===== src/design/vclru_pkg.sv =====
// vclru_pkg: shared types and constants for the victim cache LRU unit.
// Holds the command codes, controller states and controller/datapath links.
// No dependencies.
package vclru_pkg;

  // Default geometry
  localparam int ENTRIES_DEF       = 8;
  localparam int TAG_WIDTH_DEF     = 26;
  localparam int PAYLOAD_WIDTH_DEF = 8;
  localparam int CMD_W             = 2;

  // Command codes
  typedef enum logic [CMD_W-1:0] {
    CMD_LOOKUP    = 2'd0,
    CMD_INSERT    = 2'd1,
    CMD_EVICT     = 2'd2,
    CMD_OVERWRITE = 2'd3
  } cmd_t;

  // Controller states
  typedef enum logic [1:0] {
    ST_IDLE,
    ST_SCAN,
    ST_COMMIT
  } state_t;

  // Controller to datapath commands
  typedef struct packed {
    logic load;    // capture request, restart the scan
    logic scan;    // step the entry scan
    logic commit;  // apply the update and register the result
  } dp_ctrl_t;

  // Datapath to controller status
  typedef struct packed {
    logic scan_done;  // last entry compared this cycle
  } dp_stat_t;

endpackage


===== src/design/vclru_ctrl.sv =====
// vclru_ctrl: controller state machine for the victim cache LRU unit.
// Sequences load, entry scan and commit. Depends on vclru_pkg.
module vclru_ctrl (
  input  logic                clk,
  input  logic                rst,
  input  logic                start,
  output logic                busy,
  input  vclru_pkg::dp_stat_t stat,
  output vclru_pkg::dp_ctrl_t ctrl
);

  vclru_pkg::state_t state, state_next;

  // State register
  always_ff @(posedge clk) begin
    if (rst) begin
      state <= vclru_pkg::ST_IDLE;
    end else begin
      state <= state_next;
    end
  end

  // Next state
  always_comb begin
    state_next = state;
    case (state)
      vclru_pkg::ST_IDLE: begin
        if (start) state_next = vclru_pkg::ST_SCAN;
      end
      vclru_pkg::ST_SCAN: begin
        if (stat.scan_done) state_next = vclru_pkg::ST_COMMIT;
      end
      vclru_pkg::ST_COMMIT: begin
        state_next = vclru_pkg::ST_IDLE;
      end
      default: begin
        state_next = vclru_pkg::ST_IDLE;
      end
    endcase
  end

  // Outputs
  always_comb begin
    ctrl = '0;
    busy = 1'b1;
    case (state)
      vclru_pkg::ST_IDLE: begin
        busy      = 1'b0;
        ctrl.load = start;
      end
      vclru_pkg::ST_SCAN: begin
        ctrl.scan = 1'b1;
      end
      vclru_pkg::ST_COMMIT: begin
        ctrl.commit = 1'b1;
      end
      default: begin
        busy = 1'b1;
      end
    endcase
  end

endmodule


===== src/design/vclru_dp.sv =====
// vclru_dp: datapath of the victim cache LRU unit.
// Tag and payload memories, valid bits, age ranking, scan and result registers.
// Depends on vclru_pkg.
module vclru_dp #(
  parameter int ENTRIES       = vclru_pkg::ENTRIES_DEF,
  parameter int TAG_WIDTH     = vclru_pkg::TAG_WIDTH_DEF,
  parameter int PAYLOAD_WIDTH = vclru_pkg::PAYLOAD_WIDTH_DEF
) (
  input  logic                        clk,
  input  logic                        rst,
  input  vclru_pkg::dp_ctrl_t         ctrl,
  output vclru_pkg::dp_stat_t         stat,
  input  logic [vclru_pkg::CMD_W-1:0] command,
  input  logic [TAG_WIDTH-1:0]        addr_tag,
  input  logic [PAYLOAD_WIDTH-1:0]    block_payload,
  output logic                        done,
  output logic                        hit,
  output logic                        block_valid,
  output logic [TAG_WIDTH-1:0]        block_tag,
  output logic [PAYLOAD_WIDTH-1:0]    block_out_payload
);

  localparam int IDX_W = (ENTRIES > 1) ? $clog2(ENTRIES) : 1;
  localparam logic [IDX_W-1:0] LAST = IDX_W'(ENTRIES - 1);

  // Request registers
  vclru_pkg::cmd_t           req_cmd;
  logic [TAG_WIDTH-1:0]      req_tag;
  logic [PAYLOAD_WIDTH-1:0]  req_pay;

  // Storage
  logic [TAG_WIDTH-1:0]      tag_mem [ENTRIES];
  logic [PAYLOAD_WIDTH-1:0]  data_mem [ENTRIES];
  logic [ENTRIES-1:0]        valid;
  logic [IDX_W-1:0]          age [ENTRIES];

  // Scan pipeline
  logic                      issue;
  logic [IDX_W-1:0]          rd_idx;
  logic                      cmp_valid;
  logic [IDX_W-1:0]          cmp_idx;
  logic [TAG_WIDTH-1:0]      rd_tag;
  logic [PAYLOAD_WIDTH-1:0]  rd_pay;

  // Scan results
  logic                      found;
  logic [IDX_W-1:0]          m_idx;
  logic [IDX_W-1:0]          m_age;
  logic [TAG_WIDTH-1:0]      m_tag;
  logic [PAYLOAD_WIDTH-1:0]  m_pay;
  logic                      inv_found;
  logic [IDX_W-1:0]          inv_idx;
  logic [IDX_W-1:0]          inv_age;
  logic [IDX_W-1:0]          best_idx;
  logic [IDX_W-1:0]          best_age;

  // Compare stage
  logic                      cur_valid;
  logic [IDX_W-1:0]          cur_age;
  logic                      cur_match;

  // Commit selection
  logic                      wr_en;
  logic [IDX_W-1:0]          sel_idx;
  logic [IDX_W-1:0]          sel_age;
  logic                      evict_hit;

  assign cur_valid = valid[cmp_idx];
  assign cur_age   = age[cmp_idx];
  assign cur_match = cur_valid && (rd_tag == req_tag);
  assign stat.scan_done = cmp_valid && (cmp_idx == LAST);

  // Entry chosen for the write and its old age
  always_comb begin
    wr_en   = 1'b0;
    sel_idx = m_idx;
    sel_age = m_age;
    case (req_cmd)
      vclru_pkg::CMD_INSERT: begin
        wr_en   = ctrl.commit;
        sel_idx = inv_found ? inv_idx : best_idx;
        sel_age = inv_found ? inv_age : best_age;
      end
      vclru_pkg::CMD_OVERWRITE: begin
        wr_en = ctrl.commit && found;
      end
      default: begin
        wr_en = 1'b0;
      end
    endcase
  end

  assign evict_hit = (req_cmd == vclru_pkg::CMD_EVICT) && found;

  // Request capture
  always_ff @(posedge clk) begin
    if (ctrl.load) begin
      req_cmd <= vclru_pkg::cmd_t'(command);
      req_tag <= addr_tag;
      req_pay <= block_payload;
    end
  end

  // Tag and payload memories, registered read at the scan index
  always_ff @(posedge clk) begin
    if (wr_en) begin
      tag_mem[sel_idx]  <= req_tag;
      data_mem[sel_idx] <= req_pay;
    end
    rd_tag <= tag_mem[rd_idx];
    rd_pay <= data_mem[rd_idx];
  end

  // Read issue and compare index
  always_ff @(posedge clk) begin
    if (rst) begin
      issue     <= 1'b0;
      rd_idx    <= '0;
      cmp_valid <= 1'b0;
      cmp_idx   <= '0;
    end else if (ctrl.load) begin
      issue     <= 1'b1;
      rd_idx    <= '0;
      cmp_valid <= 1'b0;
    end else if (ctrl.scan) begin
      cmp_valid <= issue;
      cmp_idx   <= rd_idx;
      if (issue) begin
        if (rd_idx == LAST) begin
          issue <= 1'b0;
        end else begin
          rd_idx <= rd_idx + 1'b1;
        end
      end
    end else begin
      cmp_valid <= 1'b0;
    end
  end

  // Scan results: first match, first invalid entry, oldest entry
  always_ff @(posedge clk) begin
    if (ctrl.load) begin
      found     <= 1'b0;
      inv_found <= 1'b0;
      best_idx  <= '0;
      best_age  <= '0;
    end else if (ctrl.scan && cmp_valid) begin
      if (cur_match && !found) begin
        found <= 1'b1;
        m_idx <= cmp_idx;
        m_age <= cur_age;
        m_tag <= rd_tag;
        m_pay <= rd_pay;
      end
      if (!cur_valid && !inv_found) begin
        inv_found <= 1'b1;
        inv_idx   <= cmp_idx;
        inv_age   <= cur_age;
      end
      if (cur_age > best_age) begin
        best_idx <= cmp_idx;
        best_age <= cur_age;
      end
    end
  end

  // Valid bits and age ranking
  always_ff @(posedge clk) begin
    if (rst) begin
      valid <= '0;
      for (int i = 0; i < ENTRIES; i++) begin
        age[i] <= IDX_W'(i);
      end
    end else if (ctrl.commit) begin
      if (wr_en) begin
        valid[sel_idx] <= 1'b1;
        for (int i = 0; i < ENTRIES; i++) begin
          if (age[i] < sel_age) age[i] <= age[i] + 1'b1;
        end
        age[sel_idx] <= '0;
      end else if (evict_hit) begin
        valid[m_idx] <= 1'b0;
      end
    end
  end

  // Result registers
  always_ff @(posedge clk) begin
    if (rst) begin
      done <= 1'b0;
    end else begin
      done <= ctrl.commit;
    end
  end

  always_ff @(posedge clk) begin
    if (ctrl.commit) begin
      hit               <= found;
      block_valid       <= evict_hit;
      block_tag         <= evict_hit ? m_tag : '0;
      block_out_payload <= evict_hit ? m_pay : '0;
    end
  end

endmodule


===== src/design/victim_cache_lru_unit.sv =====
// victim_cache_lru_unit: top level of the fully associative LRU victim cache.
// Joins vclru_ctrl and vclru_dp. Depends on vclru_pkg.
//
// Usage:
//   A request (command, addr_tag, block_payload) transfers at a rising edge
//   with start high and busy low. Commands: lookup, insert, evict, overwrite.
//   The unit scans the entries one per cycle through a single read port of
//   the tag/payload memories, then commits the update.
//   The result (hit, block_valid, block_tag, block_out_payload) is shown for
//   exactly one cycle with done high; it transfers at the edge that ends
//   that cycle. The receiver cannot hold it off.
//   No new request is taken while busy is high, through the entry scan and
//   the commit; busy drops while done is shown, so the next request may
//   transfer in the same cycle as the result.
//   Reset (rst, synchronous, active high): all entries invalid, entry i gets
//   age i, controller idle, no result pending. Tag and payload memories are
//   not cleared; they are only read back from valid entries.
module victim_cache_lru_unit #(
  parameter int ENTRIES       = vclru_pkg::ENTRIES_DEF,
  parameter int TAG_WIDTH     = vclru_pkg::TAG_WIDTH_DEF,
  parameter int PAYLOAD_WIDTH = vclru_pkg::PAYLOAD_WIDTH_DEF
) (
  input  logic                        clk,
  input  logic                        rst,
  input  logic                        start,
  output logic                        busy,
  input  logic [vclru_pkg::CMD_W-1:0] command,
  input  logic [TAG_WIDTH-1:0]        addr_tag,
  input  logic [PAYLOAD_WIDTH-1:0]    block_payload,
  output logic                        done,
  output logic                        hit,
  output logic                        block_valid,
  output logic [TAG_WIDTH-1:0]        block_tag,
  output logic [PAYLOAD_WIDTH-1:0]    block_out_payload
);

  vclru_pkg::dp_ctrl_t ctrl;
  vclru_pkg::dp_stat_t stat;

  // Controller
  vclru_ctrl u_ctrl (
    .clk   (clk),
    .rst   (rst),
    .start (start),
    .busy  (busy),
    .stat  (stat),
    .ctrl  (ctrl)
  );

  // Datapath
  vclru_dp #(
    .ENTRIES       (ENTRIES),
    .TAG_WIDTH     (TAG_WIDTH),
    .PAYLOAD_WIDTH (PAYLOAD_WIDTH)
  ) u_dp (
    .clk               (clk),
    .rst               (rst),
    .ctrl              (ctrl),
    .stat              (stat),
    .command           (command),
    .addr_tag          (addr_tag),
    .block_payload     (block_payload),
    .done              (done),
    .hit               (hit),
    .block_valid       (block_valid),
    .block_tag         (block_tag),
    .block_out_payload (block_out_payload)
  );

endmodule


===== config.mk =====
export PLATFORM = sky130hd
export DESIGN_NAME = victim_cache_lru_unit
export DESIGN_NICKNAME = d
export VERILOG_FILES = /design/src/design/vclru_pkg.sv /design/src/design/vclru_ctrl.sv /design/src/design/vclru_dp.sv /design/src/design/victim_cache_lru_unit.sv
export SDC_FILE = /design/constraint.sdc
export NUM_CORES = 1
export LEC_CHECK = 0
export ABC_AREA = 1
export ABC_CLOCK_PERIOD_IN_PS = 6200
export BUFFER_PORTS_ARGS = -buffer_cell sky130_fd_sc_hd__buf_2
export CORE_MARGIN = 4
export CORE_UTILIZATION = 45
export DETAILED_ROUTE_END_ITERATION = 16
export SYNTH_ARGS = -nofsm -noshare
export SYNTH_HDL_FRONTEND = slang
export SYNTH_HIERARCHICAL = 1
export SYNTH_SLANG_ARGS = --single-unit

===== constraint.sdc =====
create_clock -name clk -period 6.2 [get_ports clk]
set_clock_uncertainty 0.1 [all_clocks]
set_input_delay 0.31 -clock clk [delete_from_list [all_inputs] [get_ports clk]]
set_output_delay 0.31 -clock clk [all_outputs]
set_load 0.01 [all_outputs]

==> results of run 1 <==
==> final cells by class <==
type,count,area (um2),area share
clock buffers,74,1430,0.0654
multi-input cells,956,4700,0.215
flip-flops and latches,478,13500,0.616
well taps,532,666,0.0304
clock inverters,19,201,0.00920
repair buffers,131,891,0.0407
inverters,137,519,0.0237
==> repair_timing <==
item	CTS	global route
endpoints found under the setup margin	0	0
hold buffers	39	0
endpoints found under the hold margin	40	0
==> how the worst min path moves through the flow <==
| stage | startpoint | to | slack [ns] | cells after the start |
|---|---|---|---|---|
| 2_1_floorplan | rst | u_ctrl/state[0] | 0.27 | 1 |
| 3_3_place_gp | u_dp/rd_pay[1] | u_dp/m_pay[1] | 0.29 | 0 |
| 3_5_place_dp | u_dp/rd_pay[4] | u_dp/m_pay[4] | 0.29 | 0 |
| 4_1_cts | u_dp/rd_pay[4] | u_dp/m_pay[4] | 0.30 | 0 |
| 5_1_grt | u_dp/rd_pay[3] | u_dp/m_pay[3] | 0.31 | 0 |
| 6_report | u_dp/rd_pay[4] | u_dp/m_pay[4] | 0.30 | 0 |
==> per-layer routing <==
| metal | vias to the layer above | part of all wire | track usage |
|---|---|---|---|
| met2 | 358 | 0.45 | 0.297 |
| met3 | 85 | 0.056 | 0.0291 |
| li1 | 5928 | - | - |
| met4 | 0 | 0.027 | 0.0651 |
| met5 | - | 0 | 0 |
| met1 | 5882 | 0.46 | 0.279 |
==> sequential cells by signal (all words and copies together) (netlist names), 8 cells and up, named ones only <==
register and cells:
u_dp/req_tag 26, u_dp/block_tag 26, u_dp/req_pay 8, u_dp/m_tag 26, u_dp/rd_tag 26, u_dp/tag_mem 208, u_dp/data_mem 64, u_dp/valid 8
u_dp/block_out_payload 8, u_dp/age 24, u_dp/rd_pay 8, u_dp/m_pay 8
==> stage by stage <==
stage / area (um2) / worst slack, ns / hold slack, ns / utilization / cells
6_report: 21900 / 2.78 / 0.301 / 0.531 / 2327
5_1_grt: 21900 / 2.47 / 0.311 / 0.531 / 2327
4_1_cts: 21900 / 2.71 / 0.301 / 0.531 / 2327
3_5_place_dp: 19900 / 2.72 / 0.289 / 0.482 / 2195
3_3_place_gp: 19900 / 2.83 / 0.288 / 0.482 / 2195
2_1_floorplan: 18900 / 1.27 / 0.272 / - / 1637
==> logic make-up (layout without fill, tap and decap cells) <==
family / count (synthesis) / after routing / synth area share
buf+inv: 203 / 361 / 0.0417
simple gates: 682 / 682 / 0.145
fa+ha+maj: 29 / 29 / 0.0192
xor+xnor: 9 / 9 / 0.00417
flops: 478 / 478 / 0.712
compound gates: 236 / 236 / 0.0778
==> power groups by stage <==
stage          registers, uW  clock network [uW]  logic [uW]
6_report                3560                2970         211
5_1_grt                 3560                3160         239
4_1_cts                 3560                3030         212
3_5_place_dp            3620                   0         192
3_3_place_gp            3620                   0         189
2_1_floorplan           3600                   0         135
==> cells in the mapped netlist, types with 6 or more instances <==
cell type and n:
nand3_1 47, nand4_1 19, buf_2 15, clkbuf_1 45, o21ai_0 118, ha_1 29, dfxtp_1 88, o32ai_1 68
or2_2 6, nor3_1 13, nand2_1 277, nor2_1 307, edfxtp_1 390, a21oi_1 34, inv_1 131
==> critical path, stage by stage (launching register included) <==
cell     delay [ns]
dfxtp_1        0.42
nor2_2         0.08
nand2_2        0.09
inv_2          0.03
buf_4          0.33
nor2_1         0.31
nand2_1        0.08
nor2_1         0.11
nand3_1        0.10
nor3_2         0.83
buf_4          0.54
==> placed cells by master, fill, tap and decap left out, types with 6 or more instances in the layout <==
master         synthesis  final
nor2_1               307    302
a21oi_1               34     34
o21ai_0              118    117
clkbuf_16              0     51
nor3_1                13     12
clkbuf_1              45     16
inv_1                131    125
ha_1                  29     29
edfxtp_1             390    390
dlygate4sd3_1          0     39
clkbuf_8               0      7
nand2_1              277    277
o32ai_1               68     68
clkinv_1               2      8
nand3_1               47     47
buf_2                 15     76
buf_4                  2     16
or2_2                  6      6
nor2_4                 1      6
dfxtp_1               88     86
nand4_1               19     19
clkinv_2               0     10
==> results, run 1 <==
- The run finished with clean final reports.
- The half-perimeter wire length after detailed placement is 25.3 mm.
- The power share of the clock group is 0.440.
- The type of the worst setup path is flop to flop.
- The detailed-route wire length per cell is roughly 19 um.
- The detailed-router iteration count before antenna repair is 5.
- In this run the register-to-register setup slack is 2.78 ns.
- The share of total power dissipated in combinational logic is 0.031.
- The layout cell share with drive strength beyond 1 is 0.107.
- The final RePlAce weighted congestion is about 0.84.
- The source of the critical timing path is u_ctrl/state[0].
- CTS saw 478 sinks.
- The layout net count is 1822.
- The root buffer cell chosen for the clock tree is clkbuf_16.
- The most area-hungry cell type in the Yosys netlist is edfxtp_1.
- Entering global routing, the biggest net connects 138 pins.
- The effective utilization at floorplan is 0.459.
- Setup violations remaining at the end of the flow were counted as 0.
- The number of enable-type register cells in the synthesized netlist is 390.
- The max-slew violation count is 0.
- Dividing the final minimum period by the clock period gives 0.552.
- The clock latency on the worst-skew pair is between 0.5 and 0.6 ns.
- STA classifies the critical path endpoint as a flop.
- The layout overhead on the synthesized area is 15.7%.
- The number of diodes is 0.
- Of the total power, the share spent switching nets is 0.206.
- The detailed-route vias per instance is 5.27.
- The total overflow left after global routing is 0.
- The total wirelength of the detailed-routed design is 43.2 mm.
- The number of warnings issued by yosys is 6.
- The minimum period implied by the final worst setup slack is 3.42 ns.
- The total setup buffers inserted after CTS is 0.
- Setup repair after global routing left no endpoint under its margin.
- The sequential cell fraction of total power is 0.528.
- The internal portion of the total power is 5340 uW.
- The number of buffer cells added on primary ports is 76.
- The endpoint arrival time on the critical path is 3.53 ns.
- The tightest min-delay check is of the flop to flop type.
- TritonCTS built the clock tree.
- The total global routing track utilization is 0.191.
- In the synthesized netlist the async set-or-reset flop fraction comes to 0.
- The layout filler cell count is 3467.
- The number of hold violations in the final report is 0.
- The flop and latch count out of synthesis is 478.
- The design draws 6730 uW.
- The share of synthesized area in the top cell type comes to 0.619.
- The worst slew slack as a fraction of its limit is 0.268.
- The launching element type of the critical path is a flop.
- The number of nets in the synthesized netlist is 1705.
- After floorplanning, the core was divided into between 70 and 80 placement rows.
- The area of the mapped netlist is 18900 um2.
- The H-tree depth reported by CTS is 2.
- The analysis attributes to cell leakage a power of 0.00823 uW.
- After clock tree synthesis, the repair step resized 0 gates.
- During I/O placement, the number of pins put on the boundary was 77.
- The via total after detailed routing is 12253.
- Summed over all failing endpoints, the final setup total negative slack is 0 ns.
- In the routed design, unresolved DRC markers number 0.
- For this block, the initial DRC count from the detailed router was 1162.
- For the worst flop-to-flop path, the logic depth is 10.
- Measured along the x axis, the die boundary spans 213 um.
- The analysis attributes to net switching a power of 1390 uW.
- The worst register-to-register path begins at u_ctrl/state[0].
- Data on the critical path is required at its endpoint by 6.31 ns.
- Yosys attributes the largest share of cell area to edfxtp_1 (62%), dfxtp_1 (9.3%), nor2_1 (6.1%).
- In this run the remaining antenna-violating nets after routing total 0.
- The number of maximum-capacitance constraint violations is 0.
- The instance count of the mapped netlist is 1637.
- The number of global-route vias before repair is 11707.
- The most critical setup path has its endpoint at u_dp/m_pay[1].
- Counting the buffers created by CTS gives 50.
- The clock slew seen by the registers of the worst setup and hold paths is ~0.06 ns.
- The number of library cell types mapped by synthesis is 37.
- The total die area is roughly 45000 um2.
- The worst voltage drop across the vdd grid is 201 uV.
- The endpoint identified for the worst register-to-register timing path is u_dp/m_pay[1].
- The main flop type after synthesis is edfxtp_1.
- In this run the standard cell core region covers approximately 40000 um2.
- The chip height is between 200 and 250 um.
- The post-synthesis sequential area ratio is 0.712.
- The mean cell area of the mapped netlist is between 10 and 15 um2.
- For the pin with the worst max-slew slack, the measured transition is 1.10 ns.
- The highest fanout seen on the critical path is 40.
- The first global-routing pass estimated 67.2 mm of wire.
- For this run, the top clock speed supported by timing is around 0.29 GHz.
- The initial antenna violation count is 0.
- Dividing total power by cell area gives a power density of 308 nW/um2.
- The number of buffers on the longest clock path is 3.
(Power assumes the default switching activity.)
==> inputs of run 2 (changes only) <==
- ABC_CLOCK_PERIOD_IN_PS: 6200 -> 3200
- clock period: 6.2 -> 3.2 ns (I/O delays scaled with it)
==> run 2 against run 1 <==
Worst setup slack worse by 2.3 ns; final area up 0.18%; via count up 0.77%; critical path depth up 2; count of clock-buffer cells in the layout up 7; sequential share of layout area down 0.11 points; utilization up 0.094 points; routed wire length up 0.44%; clock power up 79%; non-clock buffer count up 10; total power up 88%; combinational power up 99%; critical endpoint is now u_dp/best_idx[2]; largest cell class unchanged; highest routed layer unchanged.
==> results, run 2 (synthesis results as in run 1) <==
- The layout cell share with drive strength beyond 1 came to 0.105 (-0.00182).
- The clock tree root driver cell is clkbuf_16.
- The number of global-route vias before repair is 11740 (+0.28%).
- The kind of cell with the highest combined delay along the critical path is compound AO/OA/AOI/OAI gates.
- Setup repair after global routing left no endpoint under its margin.
- The switching fraction of total power is 0.207 (+0.000447).
- The total die area was 45400 um2 (unchanged).
- The highest fanout seen on the critical path is 16 (-60%).
- The fraction of the cycle the final worst path needs is 0.857 (+0.305).
- In the layout the commonest cells are edfxtp_1 (390), nor2_1 (301), nand2_1 (277), inv_1 (125), o21ai_0 (118).
- The final RePlAce weighted congestion is 0.858 (+1.6%).
- The I/O pin count is 77 (unchanged).
- The H-tree depth reported by CTS is 2 (unchanged).
- The worst voltage drop across the vdd grid is 358 uV (+78%).
- The sum of negative setup slack is 0 ns (unchanged).
- The number of diodes is 0 (unchanged).
- The cell internal power dissipation is 10000 uW (+87%).
- In the final layout, the registers with the most flip-flops are u_dp/tag_mem x208, u_dp/data_mem x64.
- The number of maximum-capacitance constraint violations is 0 (unchanged).
- The total wirelength of the detailed-routed design is 43.4 mm (+0.44%).
- The total setup buffers inserted after CTS is 0 (unchanged).
- The residual antenna-violating net count after detailed routing was 0 (unchanged).
- The clock slew seen by the registers of the worst setup and hold paths is 0.06 ns (about the same).
- The TritonCTS clock tree is yes.
- The internal reg-to-reg setup slack is 0.46 ns (-2.32 ns).
- The endpoint arrival time on the critical path is 3.14 ns (-0.39 ns).
- Walking the worst path, the cells encountered are inv_1, o21ai_0, nand2_1, o21ai_0, inv_1, ha_1, nand2_1, o21ai_0, nand2_1, nor2_2, o21ai_0, a21oi_1.
- The critical path required time is 3.60 ns (-2.71 ns).
- The count of cells along the worst register-to-register path was 12 (+2).
- The final-report setup violation count was 0 (unchanged).
- The critical register-to-register path endpoint is u_dp/best_idx[2].
- The slowest stage cell on the critical path is dfxtp_1.
- The chip height is 213 um (unchanged).
- The register with the most flip-flops is u_dp/tag_mem.
- The via total after detailed routing is 12347 (+0.77%).
- The endpoint of the worst setup timing path is u_dp/best_idx[2].
- The total global routing track utilization is 0.192 (+0.000315).
- By startpoint and endpoint, the worst setup path is classified as flop to flop.
- The largest incremental delay on the critical path is 0.44 ns (-0.39 ns).
- The global-route wire length before repair is 66.9 mm (-0.52%).
- The slew at the pin closest to its max-slew limit is 0.791 ns (-0.308 ns).
- The timing-limited maximum frequency is 0.365 GHz (+25%).
- The detailed-route wire length per cell is 18.5 um (about the same).
- The max-slew violation count is 0 (unchanged).
- The number of flip-flops under the largest register name is 208 (unchanged).
- The launching element type of the critical path is a flop.
- The total CTS buffers is 51 (+2.0%).
- The class of the most critical hold timing path is input pin to flop.
- The number of buffer cells added on primary ports was 76 (unchanged).
- The number of hold violations in the final report came to 0 (unchanged).
- The cell that appears most often on the critical path is o21ai_0.
- The run finished with clean final reports.
- The layout filler cell count came to 3474 (+0.20%).
- The number of violations reported at the end of detailed-routing iteration 0 is 1198 (+3.1%).
- The core outline area is 41200 um2 (unchanged).
- The count of clock tree sinks was 478 (unchanged).
- The power density over cell area is 576 nW/um2 (+87%).
- The effective utilization at floorplan was 0.459 (unchanged).
- The total number of cells along the worst setup path is 12 (+2).
- The site row count came to 74 (unchanged).
- The total buffers and inverters traversed by the critical path came to 2 (-1).
- The power share of the clock group is 0.422 (-0.018).
- The horizontal die dimension is 213 um (unchanged).
- The number of buffers on the longest clock path is 3 (unchanged).
- The post-route DRC violation count came to 0 (unchanged).
- The startpoint identified for the worst hold timing path is addr_tag[3].
- The worst slew slack as a fraction of its limit is 0.472 (+0.204).
- The detailed-route vias per instance is 5.28 (+0.25%).
- The share of the core filled with cells in the final layout was 0.532 (+0.000941).
- The largest net degree at the start of global routing came to 139 (+0.72%).
- The net switching power figure is 2610 uW (+88%).
- The global route total overflow is 0 (unchanged).
- The layout overhead on the synthesized area is 15.9%.
- The layout net count was 1833 (+0.60%).
- The total power is 12600 uW (+88%).
- The minimum period implied by the final worst setup slack is 2.74 ns (-0.681 ns).
- The part of the total power dissipated in combinational logic is 0.033 (+0.002).
- The sequential cell fraction of total power was 0.545 (+0.017).
- The clock latency on the worst-skew pair came to 0.58 ns (about the same).
- The half-perimeter wire length after detailed placement is 25.3 mm (-0.13%).
- The detailed-router iteration count before antenna repair came to 5 (unchanged).
- The library cell used most frequently in the layout, excluding fill and tap cells, is edfxtp_1.
- The initial antenna violation count came to 0 (unchanged).
- STA classifies the critical path endpoint as a flop.
- The leakage power of the design is 0.00825 uW (+0.19%).
## run 2: cell count changes in the layout (fill, tap and decap cells not counted), sizes merged
cell	delta
clkbuf	+7
buf	+10
bufinv	-4
clkinv	+1
clkinvlp	-2
## run 2: worst min-delay path by stage
stage                     cells after the start               end  slack [ns]
after global placement                        1  u_dp/req_tag[15]        0.24
after floorplan                               1   u_ctrl/state[0]        0.12
after detailed placement                      1   u_dp/req_tag[3]        0.24
final                                         2   u_dp/req_tag[3]        0.18
after CTS                                     2   u_dp/req_tag[3]        0.15
after global routing                          2   u_dp/req_tag[5]        0.16
## run 2: cell type report
| type | instances | area, um2 | area share |
|---|---|---|---|
| Inverter | 137 | 517 | 0.0236 |
| Clock buffer | 81 | 1440 | 0.0657 |
| Multi-Input combinational cell | 956 | 4710 | 0.215 |
| Sequential cell | 478 | 13500 | 0.615 |
| Timing Repair Buffer | 141 | 1040 | 0.0475 |
| Tap cell | 532 | 666 | 0.0304 |
| Clock inverter | 14 | 76.3 | 0.00348 |
## run 2: worst reg2reg max path, cell delays in order (launching register included)
cell	delay [ns]
dfxtp_1	0.44
inv_1	0.24
o21ai_0	0.24
nand2_1	0.07
o21ai_0	0.24
inv_1	0.13
ha_1	0.34
nand2_1	0.06
o21ai_0	0.15
nand2_1	0.08
nor2_2	0.31
o21ai_0	0.14
a21oi_1	0.14
## run 2: what timing repair did
action | 4_1_cts | 5_1_grt
endpoints found under the setup margin | 0 | 6
resized for setup | 0 | 1
hold buffers | 39 | 0
endpoints found under the hold margin | 45 | 0
## run 2: through the flow
step	cell area [um2]	setup slack [ns]	hold slack, ns	std cells
after floorplan	18900	0.0780	0.122	1637
after global placement	20000	0.499	0.238	2205
after detailed placement	20000	0.354	0.238	2205
after CTS	21900	0.326	0.146	2339
after global routing	21900	0.0114	0.156	2339
final	21900	0.458	0.183	2339
## run 2: routing by layer
metal	vias up	track usage	share of wire
li1	5968	-	-
met1	5932	0.275	0.46
met2	383	0.301	0.45
met3	64	0.0417	0.069
met4	0	0.0489	0.021
met5	-	0	0
## run 2: power groups by stage
stage	registers (uW)	logic (uW)	clock network (uW)
final	6880	420	5320
after global routing	6890	473	5780
after CTS	6880	420	5480
after detailed placement	7010	381	0
after global placement	7010	374	0
after floorplan	6970	263	0
==> inputs of run 3 (changes only) <==
--- a/config.mk
+++ b/config.mk
@@ -12,4 +12,5 @@
 export CORE_UTILIZATION = 45
 export DETAILED_ROUTE_END_ITERATION = 16
+export PLACE_DENSITY = 0.68
 export SYNTH_ARGS = -nofsm -noshare
 export SYNTH_HDL_FRONTEND = slang
==> constraint.sdc (replaced) <==
create_clock -name clk -period 3.2 [get_ports clk]
set_clock_uncertainty 0.1 [all_clocks]
set_input_delay 0.16 -clock clk [delete_from_list [all_inputs] [get_ports clk]]
set_output_delay 0.16 -clock clk [all_outputs]
set_load 0.005 [all_outputs]
==> run 3 against run 2 <==
Final area grew 0.87%; sequential share of layout area is 0.53 points lower; critical path depth is the same; routed wire length fell by 1.5%; highest routed layer unchanged; global-route usage is 0.27 points lower; largest power group unchanged; sequential power about the same.
==> results, run 3 (synthesis results as in run 1) <==
- The worst setup path is captured at a flop.
- The global route total overflow is 0 (unchanged).
- TritonCTS built the clock tree.
- The run finished with clean final reports.
- The largest incremental delay on the critical path was 0.45 ns (about the same).
- The layout overhead on the synthesized area is 16.9%.
- Walking the worst path, the cells encountered are inv_1, o21ai_0, nand2_1, o21ai_0, inv_1, ha_1, nand2_1, o21ai_0, nand2_1, nor2_2, o21ai_0, a21oi_1.
- The max-slew violation count is 0 (unchanged).
- The horizontal die dimension is 213 um (unchanged).
- The initial antenna violation count came to 0 (unchanged).
- The H-tree depth reported by CTS is 2 (unchanged).
- The post-route DRC violation count is 0 (unchanged).
- The effective utilization at floorplan is 0.459 (unchanged).
- The launching element type of the critical path is a flop.
- The residual antenna-violating net count after detailed routing is 0 (unchanged).
- The final RePlAce weighted congestion is 0.894 (+4.2%).
- The critical path required time was 3.62 ns (+0.02 ns).
- The cell count of the worst hold path is 2 (unchanged).
- The area used by multi-input combinational logic is 4710 um2 (unchanged).
- The critical register-to-register path endpoint is u_dp/best_idx[0].
- The half-perimeter wire length after detailed placement is 25.5 mm (+0.98%).
- The area of all placed cells without fillers is 22100 um2 (+0.87%).
- The register with the most flip-flops is u_dp/tag_mem.
- The final-report setup violation count is 0 (unchanged).
- The detailed-router iteration count before antenna repair is 7 (+2).
- The total wirelength of the detailed-routed design was 42.7 mm (-1.5%).
- The number of flip-flops under the largest register name is 208 (unchanged).
- The area used by sequential logic in the layout came to 13500 um2 (unchanged).
- The largest registers in the layout are u_dp/tag_mem x208, u_dp/data_mem x64.
- The highest fanout seen on the critical path is 16 (unchanged).
- The endpoint arrival time on the critical path is 3.15 ns (about the same).
- The leakage power of the design is 0.00838 uW (+1.5%).
- The clock tree root driver cell is clkbuf_16.
- The top cell types in the final layout, fill and taps aside, are edfxtp_1 (390), nor2_1 (301), nand2_1 (277), inv_1 (129), o21ai_0 (118).
- The internal reg-to-reg setup slack is 0.47 ns (about the same).
- The layout net count is 1830 (-0.16%).
- The class of the most critical hold timing path is input pin to flop.
- The number of hold violations in the final report is 0 (unchanged).
- The number of diodes is 0 (unchanged).
- The most numerous cell type found on the critical path is o21ai_0.
- The layout filler cell count is 3442 (-0.92%).
- The kind of cell adding the most delay to the critical path is compound AO/OA/AOI/OAI gates.
- The total die area is 45400 um2 (unchanged).
- The I/O pin count is 77 (unchanged).
- The number of violations reported at the end of detailed-routing iteration 0 is 1236 (+3.2%).
- Setup repair after global routing left no endpoint under its margin.
- The count of cells along the worst register-to-register path is 12 (unchanged).
- The power density over cell area was 595 nW/um2 (+3.4%).
- The worst voltage drop across the vdd grid is 359 uV (+0.49%).
- The clock latency on the worst-skew pair is 0.59 ns (about the same).
- The sum of negative setup slack is 0 ns (unchanged).
- The number of maximum-capacitance constraint violations was 0 (unchanged).
- The worst slew slack as a fraction of its limit came to 0.475 (+0.00285).
- The count of clock tree sinks was 478 (unchanged).
- The placed instance area is 20000 um2 (about the same).
- The endpoint of the worst hold-timing path is u_dp/req_tag[6].
- The worst setup path is of the flop to flop kind.
- The clock slew seen by the registers of the worst setup and hold paths is 0.06 ns (about the same).
- The most common library cell in the layout ignoring fill and taps is edfxtp_1.
- The total buffers and inverters traversed by the critical path came to 2 (unchanged).
- The core outline area is 41200 um2 (unchanged).
- The minimum period implied by the final worst setup slack is 2.73 ns (-0.0132 ns).
- The total number of cells along the worst setup path is 12 (unchanged).
- The total CTS buffers is 49 (-3.9%).
- The detailed-route vias per instance is 5.33 (+0.93%).
- The slowest stage cell on the critical path is dfxtp_1.
- The global-route wire length before repair came to 66.5 mm (-0.55%).
- The chip height is 213 um (unchanged).
- The layout cell share with drive strength beyond 1 is 0.113 (+0.00800).
- The fraction of the cycle the final worst path needs is 0.853 (-0.00413).
- The detailed-route wire length per cell is 18.3 um (-1.3%).
- The site row count is 74 (unchanged).
- The slew at the pin closest to its max-slew limit is 0.787 ns (-0.00313 ns).
- The total global routing track utilization is 0.189 (-0.00265).
- The number of buffer cells added on primary ports is 76 (unchanged).
- The number of buffers on the longest clock path was 3 (unchanged).
- The via total after detailed routing is 12441 (+0.76%).
- The largest net degree at the start of global routing is 97 (-30%).
- The timing-limited maximum frequency is 0.366 GHz (+0.48%).
- The startpoint of the most critical hold path is addr_tag[6].
- The number of global-route vias before repair is 11933 (+1.6%).
run 3: report_power, final:
part	total, uW	internal [uW]	switching (uW)
Combinational	416	156	260
Sequential	6880	6780	101
Clock	5870	3520	2350
Total	13200	10500	2710
run 3: cell type report:
class                   instances  share of cell area
flip-flops and latches        478               0.609
multi-input cells             956               0.213
clock buffers                  72              0.0648
repair buffers                140              0.0479
well taps                     532              0.0301
inverters                     137              0.0234
clock inverters                20              0.0116
run 3: timing repair:
| item | CTS | global route |
|---|---|---|
| resized for setup | 0 | 1 |
| hold endpoints to repair | 47 | 0 |
| endpoints found under the setup margin | 0 | 6 |
| hold buffers | 39 | 0 |
| setup buffers | 0 | 0 |
run 3: worst reg2reg max path: cells and delay by family (launching register included):
family	cells	cell delay (ns)
buffers and inverters	2	0.36
AOI/OAI and AO/OA	5	0.88
and+or+nand+nor	4	0.54
adders and majority gates	1	0.33
DFF	1	0.45
run 3: how the worst max path moves through the flow:
| stage | slack (ns) | start | to |
|---|---|---|---|
| final | 0.47 | flop | u_dp/best_idx[0] |
| after global routing | 0.11 | flop | u_dp/best_idx[2] |
| after CTS | 0.36 | flop | u_dp/best_idx[0] |
| after detailed placement | 0.38 | flop | u_dp/best_idx[1] |
| after global placement | 0.51 | flop | u_dp/best_age[2] |
| after floorplan | 0.08 | u_ctrl/state[1] | u_dp/age[1][0] |
run 3: stage by stage:
stage                     setup slack [ns]  hold WS, ns  instances  utilization  total power, uW
after detailed placement             0.382        0.238       2204        0.486             7390
after CTS                            0.356        0.149       2335        0.537            13300
after floorplan                     0.0780        0.122       1637            -             7230
final                                0.471        0.173       2335        0.537            13200
after global placement               0.510        0.239       2204        0.486             7380
after global routing                 0.106        0.158       2335        0.537            13700
run 3: layer usage:
layer	up-vias	global-route usage	share of wire
met5	-	0	0
met3	80	0.0444	0.077
met4	0	0.0540	0.025
met1	5968	0.265	0.44
li1	5951	-	-
met2	442	0.299	0.46
